`config.mk`:
```
export PLATFORM = sky130hd
export DESIGN_NAME = adc_scan_vref_ratiometric_top
export DESIGN_NICKNAME = d
export VERILOG_FILES = /design/src/rtl/core/asvr_pkg.sv /design/src/rtl/core/adc_scan_vref_ratiometric_top.sv /design/src/rtl/core/asvr_div.sv
export SDC_FILE = /design/constraint.sdc
export NUM_CORES = 1
export LEC_CHECK = 0
export BUFFER_PORTS_ARGS = -buffer_cell sky130_fd_sc_hd__buf_2
export CAP_MARGIN = 15
export CORE_ASPECT_RATIO = 1.5
export CORE_MARGIN = 2
export CORE_UTILIZATION = 63
export DETAILED_ROUTE_END_ITERATION = 10
export PLACE_DENSITY = 0.87
export SYNTH_ARGS = -nofsm -noshare
export SYNTH_HDL_FRONTEND = slang
export SYNTH_SLANG_ARGS = --single-unit
```
`constraint.sdc`:
```
create_clock -name clk -period 9.4 [get_ports clk]
set_input_delay 0.47 -clock clk [delete_from_list [all_inputs] [get_ports clk]]
set_output_delay 0.47 -clock clk [all_outputs]
set_load 0.02 [all_outputs]
```
`src/rtl/core/asvr_pkg.sv`:
```
// Shared types and constants for the ratiometric converter scan block.
// No dependencies; imported by asvr_div, adc_scan_vref_ratiometric_top and its testbench.
package asvr_pkg;

  localparam int MODE_BITS   = 2;
  localparam int KIND_BITS   = 2;
  localparam int CHAN_BITS   = 3;
  localparam int VALUE_BITS  = 16;
  localparam int REF_MV_BITS = 13;
  localparam int WAIT_BITS   = 8;
  localparam int BLOCK_BITS  = 32;
  localparam int CFG_IDX_BITS = 1;

  localparam logic [MODE_BITS-1:0] MODE_TICK  = 2'd0;
  localparam logic [MODE_BITS-1:0] MODE_DONE  = 2'd1;
  localparam logic [MODE_BITS-1:0] MODE_BLOCK = 2'd2;
  localparam logic [MODE_BITS-1:0] MODE_RSVD  = 2'd3;

  localparam logic [KIND_BITS-1:0] KIND_START  = 2'd0;
  localparam logic [KIND_BITS-1:0] KIND_CHAN   = 2'd1;
  localparam logic [KIND_BITS-1:0] KIND_SUPPLY = 2'd2;

  localparam logic [CFG_IDX_BITS-1:0] REG_REF_MV = 1'd0;
  localparam logic [CFG_IDX_BITS-1:0] REG_WAIT   = 1'd1;

  localparam logic [REF_MV_BITS-1:0] REF_MV_RESET = 13'd1200;
  localparam logic [WAIT_BITS-1:0]   WAIT_RESET   = 8'd2;

  typedef struct packed {
    logic busy;
    logic done;
  } div_status_t;

endpackage

```
`src/rtl/core/adc_scan_vref_ratiometric_top.sv`:
```
// Round-robin converter scan with reference-ratiometric millivolt report.
// Depends on asvr_pkg and asvr_div.
//
//   beat     signals                                   direction
//   in       in_valid/in_ready: mode sample block_duration   into block
//   out      out_valid/out_ready: kind channel value_mv saturated last  out of block
//   cfg      cfg_write cfg_index cfg_data              into block, no handshake
//
// An input beat updates timers and samples in its accept cycle. A start result
// is issued from the S_START step, after any report that the same beat triggers.
// A report holds one value per channel plus the supply value; each value is one
// multiply, one divider seed, SAMPLE_BITS+13 divider steps and one divider finish
// step, then one emit step, all on the single shared divider. in_ready is high only
// in idle; a stalled out_ready holds the sequencer at its emit or start step.
// Synchronous reset restores control and timers; sample and result data stay.
module adc_scan_vref_ratiometric_top #(
  parameter int NUM_CHANNELS = 5,
  parameter int SAMPLE_BITS  = 12
) (
  input  logic                                clk,
  input  logic                                rst,
  input  logic                                in_valid,
  output logic                                in_ready,
  input  logic [asvr_pkg::MODE_BITS-1:0]      mode,
  input  logic [SAMPLE_BITS-1:0]              sample,
  input  logic [asvr_pkg::BLOCK_BITS-1:0]     block_duration,
  output logic                                out_valid,
  input  logic                                out_ready,
  output logic [asvr_pkg::KIND_BITS-1:0]      kind,
  output logic [asvr_pkg::CHAN_BITS-1:0]      channel,
  output logic [asvr_pkg::VALUE_BITS-1:0]     value_mv,
  output logic                                saturated,
  output logic                                last,
  input  logic                                cfg_write,
  input  logic [asvr_pkg::CFG_IDX_BITS-1:0]   cfg_index,
  input  logic [asvr_pkg::REF_MV_BITS-1:0]    cfg_data
);
  import asvr_pkg::*;

  localparam int CH_W  = $clog2(NUM_CHANNELS);
  localparam int IDX_W = $clog2(NUM_CHANNELS + 1);
  localparam int NUM_W = REF_MV_BITS + SAMPLE_BITS;

  typedef enum logic [5:0] {
    S_IDLE  = 6'b000001,
    S_MUL   = 6'b000010,
    S_SEED  = 6'b000100,
    S_DIV   = 6'b001000,
    S_EMIT  = 6'b010000,
    S_START = 6'b100000
  } state_t;

  state_t state, state_next;

  logic [REF_MV_BITS-1:0] ref_mv;
  logic [WAIT_BITS-1:0]   wait_ticks;
  logic [WAIT_BITS-1:0]   wait_timer, wait_next;
  logic [BLOCK_BITS-1:0]  block_timer, block_next;
  logic [CH_W-1:0]        cur, cur_next;
  logic [SAMPLE_BITS-1:0] raw [NUM_CHANNELS];
  logic [IDX_W-1:0]       idx;
  logic                   start_pend;
  logic [NUM_W-1:0]       prod;

  logic                   accept;
  logic                   handled;
  logic                   raw_we;
  logic                   report_next;
  logic                   start_next;
  logic                   out_free;
  logic                   idx_in_range;
  logic [CH_W-1:0]        rd_idx;
  logic [SAMPLE_BITS-1:0] operand;
  logic                   idx_at_end;

  logic [NUM_W-1:0]       quot;
  div_status_t            div_stat;
  logic                   quot_sat;

  assign in_ready     = (state == S_IDLE);
  assign accept       = in_valid && in_ready;
  assign out_free     = !out_valid || out_ready;
  assign idx_in_range = idx < IDX_W'(NUM_CHANNELS);
  assign idx_at_end   = idx == IDX_W'(NUM_CHANNELS);
  assign rd_idx       = idx_in_range ? idx[CH_W-1:0] : '0;
  assign operand      = idx_in_range ? raw[rd_idx] : '1;
  assign quot_sat     = |quot[NUM_W-1:VALUE_BITS];

  asvr_div #(
    .NUM_W(NUM_W),
    .DEN_W(SAMPLE_BITS)
  ) u_div (
    .clk   (clk),
    .rst   (rst),
    .start (state == S_SEED),
    .num   (prod),
    .den   (raw[0]),
    .quot  (quot),
    .status(div_stat)
  );

  always_comb begin
    wait_next   = wait_timer;
    block_next  = block_timer;
    cur_next    = cur;
    raw_we      = 1'b0;
    report_next = 1'b0;
    start_next  = 1'b0;
    handled     = 1'b1;
    unique case (mode)
      MODE_TICK: begin
        if (wait_timer != '0) wait_next = wait_timer - 1'b1;
        if (block_timer != '0) block_next = block_timer - 1'b1;
      end
      MODE_DONE: begin
        if (wait_timer != '0) begin
          wait_next = '0;
          if (block_timer == '0) begin
            raw_we      = 1'b1;
            report_next = (cur == CH_W'(NUM_CHANNELS - 1));
            cur_next    = report_next ? '0 : cur + 1'b1;
          end
        end
      end
      MODE_BLOCK: begin
        block_next = block_duration;
      end
      default: begin
        handled = 1'b0;
      end
    endcase
    if (handled && block_next == '0 && wait_next == '0) begin
      start_next = 1'b1;
      wait_next  = (wait_ticks == '0) ? WAIT_BITS'(1) : wait_ticks;
    end
  end

  always_comb begin
    state_next = state;
    unique case (state)
      S_IDLE: begin
        if (accept && handled) begin
          if (report_next) state_next = S_MUL;
          else if (start_next) state_next = S_START;
        end
      end
      S_MUL:  state_next = S_SEED;
      S_SEED: state_next = S_DIV;
      S_DIV: begin
        if (div_stat.done) state_next = S_EMIT;
      end
      S_EMIT: begin
        if (out_free) begin
          if (!idx_at_end) state_next = S_MUL;
          else if (start_pend) state_next = S_START;
          else state_next = S_IDLE;
        end
      end
      S_START: begin
        if (out_free) state_next = S_IDLE;
      end
      default: state_next = S_IDLE;
    endcase
  end

  always_ff @(posedge clk) begin
    if (rst) begin
      state       <= S_IDLE;
      ref_mv      <= REF_MV_RESET;
      wait_ticks  <= WAIT_RESET;
      wait_timer  <= '0;
      block_timer <= '0;
      cur         <= '0;
      start_pend  <= 1'b0;
      idx         <= '0;
      out_valid   <= 1'b0;
    end else begin
      state <= state_next;
      if (cfg_write) begin
        unique case (cfg_index)
          REG_REF_MV: ref_mv <= cfg_data;
          REG_WAIT:   wait_ticks <= cfg_data[WAIT_BITS-1:0];
          default: ;
        endcase
      end
      if (accept) begin
        wait_timer  <= wait_next;
        block_timer <= block_next;
        cur         <= cur_next;
        start_pend  <= start_next;
        idx         <= '0;
      end
      if (state == S_EMIT && out_free && !idx_at_end) idx <= idx + 1'b1;
      if (state == S_START && out_free) start_pend <= 1'b0;
      if ((state == S_EMIT || state == S_START) && out_free) out_valid <= 1'b1;
      else if (out_ready) out_valid <= 1'b0;
    end
  end

  always_ff @(posedge clk) begin
    if (accept && raw_we) raw[cur] <= sample;
    if (state == S_MUL) prod <= NUM_W'(ref_mv) * NUM_W'(operand);
  end

  always_ff @(posedge clk) begin
    if (state == S_EMIT && out_free) begin
      kind      <= idx_in_range ? KIND_CHAN : KIND_SUPPLY;
      channel   <= idx_in_range ? CHAN_BITS'(idx) : '0;
      value_mv  <= quot_sat ? '1 : quot[VALUE_BITS-1:0];
      saturated <= quot_sat;
      last      <= idx_at_end && !start_pend;
    end else if (state == S_START && out_free) begin
      kind      <= KIND_START;
      channel   <= CHAN_BITS'(cur);
      value_mv  <= '0;
      saturated <= 1'b0;
      last      <= 1'b1;
    end
  end

  assert property (@(posedge clk) disable iff (rst) div_stat.done |-> state == S_DIV)
    else $error("divider finished outside the divide step");

  assert property (@(posedge clk) disable iff (rst)
    (accept && mode != MODE_RSVD) |=> (wait_timer != '0 || block_timer != '0))
    else $error("handled beat left no conversion pending and no block");

  assert property (@(posedge clk) disable iff (rst)
    (state == S_EMIT && out_free && idx_at_end) |=> (state == S_START || !start_pend))
    else $error("report ended without issuing the pending start");

endmodule

```
`src/rtl/core/asvr_div.sv`:
```
// Restoring divider, one quotient bit per cycle, for the scan report.
// Depends on asvr_pkg for the status struct.
module asvr_div #(
  parameter int NUM_W = 25,
  parameter int DEN_W = 12
) (
  input  logic                 clk,
  input  logic                 rst,
  input  logic                 start,
  input  logic [NUM_W-1:0]     num,
  input  logic [DEN_W-1:0]     den,
  output logic [NUM_W-1:0]     quot,
  output asvr_pkg::div_status_t status
);
  import asvr_pkg::*;

  localparam int CNT_W = $clog2(NUM_W + 1);

  logic [DEN_W-1:0] rem;
  logic [DEN_W-1:0] den_q;
  logic [CNT_W-1:0] cnt;
  logic             busy;
  logic             done;
  logic [DEN_W:0]   shifted;
  logic [DEN_W:0]   diff;
  logic             ge;

  assign shifted = {rem, quot[NUM_W-1]};
  assign diff    = shifted - {1'b0, den_q};
  assign ge      = shifted >= {1'b0, den_q};

  always_ff @(posedge clk) begin
    if (rst) begin
      busy <= 1'b0;
      done <= 1'b0;
      cnt  <= '0;
    end else begin
      done <= 1'b0;
      if (start) begin
        busy <= 1'b1;
        cnt  <= '0;
      end else if (busy) begin
        cnt <= cnt + 1'b1;
        if (cnt == CNT_W'(NUM_W - 1)) begin
          busy <= 1'b0;
          done <= 1'b1;
        end
      end
    end
  end

  always_ff @(posedge clk) begin
    if (start) begin
      quot  <= num;
      rem   <= '0;
      den_q <= den;
    end else if (busy) begin
      rem  <= ge ? diff[DEN_W-1:0] : shifted[DEN_W-1:0];
      quot <= {quot[NUM_W-2:0], ge};
    end
  end

  assign status = '{busy: busy, done: done};

endmodule

```
Yosys cells after proc, flatten, opt, wreduce, memory -nomap -nowiden
Memories as Yosys holds them, arrays and structs flattened. A register that Yosys moved wholly into a read port is not among the register bits.
Cells that the tools add are included.
{ "classes": {"addsub": 6, "n_mul": 1, "n_div": 0, "order_cmp": 2, "eq_ne": 16, "shifts": 0, "n_mux": 52, "bitwise": 2, "reduce_logical": 35} }
{ "op_table": {"columns": ["op", "n"], "rows": [
  ["32-bit zero test", 2],
  ["32-bit one-hot mux with 2 select lines", 1],
  ["25-bit two-way mux", 2],
  ["16-bit two-way mux", 3],
  ["6-bit two-way mux", 8],
  ["6-bit one-hot mux with 6 select lines", 1],
  ["32-bit two-way mux", 1],
  ["8-bit two-way mux", 4],
  ["32-bit nonzero test", 1],
  ["32-bit by 1-bit subtractor with 32-bit output, second input constant", 1],
  ["13-bit by 12-bit multiplier with 25-bit output", 1],
  ["12-bit two-way mux", 2],
  ["1-bit two-way mux", 20],
  ["3-bit two-way mux", 6],
  ["8-bit zero test", 2],
  ["8-bit one-hot mux with 2 select lines", 1],
  ["13-bit by 12-bit >= comparator with 1-bit output", 1],
  ["12-bit subtractor", 1],
  ["1-bit logical AND", 10],
  ["9-bit OR reduction", 1],
  ["2-bit nonzero test", 4],
  ["8-bit nonzero test", 1],
  ["8-bit by 1-bit subtractor with 8-bit output, second input constant", 1],
  ["3-bit by 1-bit adder with 3-bit output, second input constant", 2],
  ["25 further kinds", 37]
]} }
{ "word_totals": {"register_bits": 167, "latch_bits": 0, "ramBits": 60, "mem_bits_ro": 0, "inputBits": 65, "output_inout_bits": 25, "elab_cells": 135, "mem_count": 1} }
{ "memory_table": {"columns": ["memory", "depth", "word_bits", "rd", "rd_clocked_by_memory_dff", "wr", "line_no", "source"], "rows": [
  ["raw", 5, 12, 2, 1, 1, "adc_scan_vref_ratiometric_top.sv:60", "logic [SAMPLE_BITS-1:0] raw [NUM_CHANNELS];"]
]} }

Depth between registers and ports, before layout
{ "logic_depth": {"word_depth": 11, "mapped_depth": 29} }

Cells and area by module
A second synthesis with hierarchy kept.
{ "hier_totals": {"cells_unflattened": 1688, "hier_area_um2": 16663.5} }
{ "by_module_without_submodules": {"columns": ["module", "instances", "cells_per_inst", "area_per_inst_um2", "seq_area_each_um2"], "rows": [
  ["adc_scan_vref_ratiometric_top", 1, 1449, 13870.8, 4744.6],
  ["asvr_div", 1, 239, 2792.7, 1491.4]
]} }

Worst setup path after synthesis
OpenSTA, ideal clock, no wires.
{ "synth_timing": {"path_kind": "reg2reg", "from": "register idx[1]", "to": "register prod[24], data pin", "setup_time_ns": 0.260, "arrival_time_ns": 6.719, "slack_ns": 2.421, "stages_incl_launch_ff": 28, "n_path_buf": 4, "synth_period_minus_slack_ns": 6.979, "cell_sequence": "dfxtp_1 > clkbuf_1 > clkbuf_1 > nor2_1 > nand2_1 > clkbuf_1 > o22a_1 > clkbuf_1 > nand2_1 > fa_1 > fa_1 > fa_1 > inv_1 > fa_1 > inv_1 > fa_1 > inv_1 > ha_1 > o211ai_1 > o22ai_1 > nor3_1 > a21oi_1 > a41oi_1 > a21boi_0 > a211oi_1 > a21oi_1 > nor2_1 > xnor2_1"} }
{ "synth_between": {"elab_chain_len": 5} }
{ "synth_rtl": {"columns": ["item", "line_no", "source"], "rows": [
  ["start: declaration", "adc_scan_vref_ratiometric_top.sv:61", "logic [IDX_W-1:0] idx;"],
  ["start signal: assignment", "adc_scan_vref_ratiometric_top.sv:193", "if (state == S_EMIT && out_free && !idx_at_end) idx <= idx + 1'b1;"],
  ["3-bit < comparator", "adc_scan_vref_ratiometric_top.sv:83", "assign idx_in_range = idx < IDX_W'(NUM_CHANNELS);"],
  ["3-bit two-way mux", "adc_scan_vref_ratiometric_top.sv:85", "assign rd_idx = idx_in_range ? idx[CH_W-1:0] : '0;"],
  ["memory read 5 x 12 bit", null, null],
  ["12-bit two-way mux *", "adc_scan_vref_ratiometric_top.sv:86", "assign operand = idx_in_range ? raw[rd_idx] : '1;"],
  ["13-bit by 12-bit multiplier with 25-bit output *", "adc_scan_vref_ratiometric_top.sv:202", "if (state == S_MUL) prod <= NUM_W'(ref_mv) * NUM_W'(operand);"],
  ["end signal: assignment", "adc_scan_vref_ratiometric_top.sv:202", null],
  ["end: declaration", "adc_scan_vref_ratiometric_top.sv:63", "logic [NUM_W-1:0] prod;"]
]} }
Mark *: on every way between the ends. The rest lies on a longest branch, timed or not.
A chain may end at the register's enable or synchronous reset.

Worst setup path after layout
{ "layout_timing": {"from": "register idx[0]", "to": "register prod[24], data pin"} }
Same word-level chain as after synthesis.

==> flow_results.org <==
** Clock network
- The later pin in the worst-skew pair is clocked with a latency of 0.56 ns.
- Counting the buffers created by CTS gives 24.
- After clock tree synthesis, the setup repair step added 0 buffers.
- Number of sinks on the clock net :: ~240
- After clock tree synthesis, the repair step resized 0 gates.
- Largest buffer count on any clock path :: 3
- # hold bufs at CTS :: 0
- TritonCTS built the clock tree.
- CTS built an H-tree with a depth of 1.
- Clock-pin slew was measured on the worst setup and hold paths at 0.06 ns.
- Root Buffer :: clkbuf_16

** Pwr
- VDD IR-drop max :: 0.000152 V
- Cell Pwr Density :: roughly 180 nW/um^2
- Leak Pwr :: 7.68 nW

** Finish
- At the end of the flow, the number of nets in the layout was 2011.
- Share of final-layout standard cells stronger than drive strength 1 :: 10.4%
- Highest-count cells in the layout ignoring fill and taps :: nand2_1, inv_1, edfxtp_1, fa_1, nor2_1
- Most common library cell in the layout ignoring fill and taps :: nand2_1
- From synthesis to final layout, the design area changed by 9.42%.
- Counting the fill cells in the layout gives around 1900.

** Die
- Initial Utilization :: around 64%
- The region available for standard cell placement spans 25700 sq um.
- Number of placement rows :: 72
- Die H :: 201 um
- The die is 136 um wide.
- I/O Pins :: 90
- Die area :: 27300 sq um

** Worst setup path
- Signal arrival time at the worst endpoint :: 8.03 ns
- Category of the worst setup path launch point :: register
- STA classifies the critical path endpoint as a register.
- Data on the critical path is required at its endpoint by 9.69 ns.
- The critical path in this run is classified as reg -> reg.
- Along the worst path, the maximum fanout reaches 19.

** Logic synthesis
- In this run, synthesis inferred 145 flip-flops with an integrated enable.
- After synthesis, the netlist uses 85 different library cells.
- Synthesis produced 1709 cells.
- Proportion of netlist area held by the largest area contributor :: 26.6%
- Top flip-flop cell by instance count after synthesis :: edfxtp_1
- Cell taking the most area after synthesis :: edfxtp_1
- In this run, synthesis produced a sequential element count of about 240.
- After synthesis, flip-flops and latches occupy between 30% and 40% of the total area.
- Share of synthesized flip-flops with an asynchronous set or reset :: 0%
- Synthesized cell area :: between 15000 and 20000 sq um
- Avg Cell Area, Syn :: 9.58 sq um
- Ys Warns :: 0
- By area the synthesized netlist is led by edfxtp_1, fa_1, dfxtp_1.
- When the netlist entered floorplanning its net count stood at around 2000.

** Global routing
- Via count of the first global-routing pass :: around 14000
- Total congestion overflow :: 0
- The first global-routing pass estimated 70600 um of wire.
- Across every metal layer, demand over resource in global routing totals 33.3%.
- Antenna violations before repair :: 1
- Maximum number of pins on one net before global-route repair :: 83

** Timing
- Tightest Pin Transition :: 1.20 ns
- RSZ-0062 raised after global routing :: false
- For the final routed database, the setup TNS stands at 0 ns.
- WHS :: around 0.15 ns
- Slew margin rel. :: between 10% and 20%
- Final number of max-transition violations :: 0
- Final period util :: 82.3%
- Setup violations remaining at the end of the flow were counted as 0.
- Clock skew on the completed layout was measured at 0.0287 ns.
- Achievable Freq :: 0.129 GHz
- After layout, the minimum clock period comes to approximately 7.7 ns.
- Endpoints failing hold :: 0

** Route
- Detailed-route vias per instance :: approximately 6.3
- The routed design has 44200 um of wire.
- Average wire per standard cell :: 21.0 um
- Final antenna-violating net count :: 0
- Initial detailed-routing violation count :: 1097
- Number of detailed-route iterations in the first pass :: 5
- In the routed design, unresolved DRC markers number 0.
- Vias post-DR :: 13256

** Run
- Max-capacitance violation count :: 0

** Run status
- Outcome :: finished clean

** Placement
- During placement, the flow inserted port buffers numbering 89.
- Global placer's final weighted congestion :: between 1 and 1.5
- Detailed placement finished with a half-perimeter wire length of between 30000 and 40000 um.

** Hold path
- Hold crit path type :: in -> reg
[cell type report]
type	instances	area (sq um)	area share [%]
Inverter	178	668	3.73
Multi-Input combinational cell	1197	9130	51.0
Antenna cell	1	2.50	0.0140
Tap cell	333	417	2.33
Sequential cell	239	6240	34.8
Clock buffer	29	629	3.51
Timing Repair Buffer	110	611	3.41
Clock inverter	15	218	1.22
[Yosys cell counts, drive strengths merged (6+ instances only)]
cell / number
nor2: 107
clkbuf: 84
nand2b: 13
nand2: 286
inv: 177
nor4: 18
a211oi: 22
a21o: 26
mux2i: 14
nor3b: 7
a31oi: 11
xor2: 8
o21ai: 54
nand3b: 6
a21oi: 87
nor2b: 8
edfxtp: 145
dfxtp: 94
or4: 10
nand4: 12
nor4b: 7
and2: 60
a221oi: 7
xnor2: 25
or2: 6
fa: 111
mux4: 12
nand3: 21
nor3: 38
o22a: 13
o22ai: 7
a311oi: 8
o31ai: 6
a22oi: 10
or3: 12
buf: 11
o211ai: 8
ha: 85
[kinds of logic (layout without fill, tap and decap cells)]
logic type / Yosys count / in the layout / synth area share [%]
and+or+nand+nor: 627 / 627 / 18.3
AOI/OAI and AO/OA: 313 / 313 / 12.8
buffers and inverters: 273 / 332 / 6.35
DFF: 239 / 239 / 38.1
adders and majority gates: 196 / 196 / 20.1
xor gates and xnor gates: 33 / 33 / 1.77
muxes: 28 / 28 / 2.64
other: 0 / 1 / 0
[power by group]
part           internal (mW)  leakage (nW)  switching, mW
logic                  0.369          5.15          0.537
clock network          0.596         0.399          0.431
registers               1.16          2.13         0.0431
total                   2.13          7.68           1.01
[sequential cells by signal, summed over array words and instances, names as in the netlist, 5 cells and up]
name and flops:
raw 60, block_timer 32, prod 25, u_div.quot 25, value_mv 16, ref_mv 13, u_div.den_q 12, u_div.rem 12
wait_ticks 8, wait_timer 8, state 6, u_div.cnt 5
[final timing paths]
check                                    startpoint                        to  slack (ns)  cells after the start
worst min-delay path                   cfg_data[10]   ref_mv[10]$_SDFFE_PP1P_        0.15                      3
worst min register to register  raw[0][6]$_DFFE_PP_  u_div.den_q[6]$_DFFE_PP_        0.47                      0
worst max-delay path            idx[0]$_SDFFE_PP0P_        prod[24]$_DFFE_PP_        1.66                     23
worst max register to register  idx[0]$_SDFFE_PP0P_        prod[24]$_DFFE_PP_        1.66                     23
[worst max-delay path: stages, from the launching register on]
cell	delay, ns
dfxtp_1	0.92
nor2_1	0.11
nand2_1	0.41
o22a_1	0.51
nand2_1	0.16
fa_1	0.59
fa_1	0.43
fa_1	0.50
inv_1	0.07
fa_1	0.55
inv_1	0.07
fa_1	0.55
inv_1	0.05
ha_1	0.37
o211ai_1	0.22
o22ai_1	0.11
nor3_1	0.33
a21oi_1	0.22
a41oi_1	0.38
a21boi_0	0.19
a211oi_1	0.42
a21oi_1	0.12
nor2_1	0.12
xnor2_1	0.07
[layer usage]
| layer | share of wire, % | track usage [%] |
|---|---|---|
| met1 | 34 | 36.2 |
| met3 | 6.7 | 5.17 |
| met5 | 0 | 0 |
| met4 | 7.6 | 21.9 |
| met2 | 52 | 59.2 |
[metrics by stage]
step                setup WS, ns  utilization [%]  area, sq um  power, mW  instances
global placement            2.25             66.4        17000       2.05       2056
floorplan                   2.42                -        16400       1.87       1709
global route                1.31             69.8        17900       3.28       2101
finish                      1.66             69.8        17900       3.14       2102
CTS                         1.67             69.7        17900       3.13       2100
detailed placement          1.90             66.4        17000       2.09       2056
(Power assumes the default switching activity.)
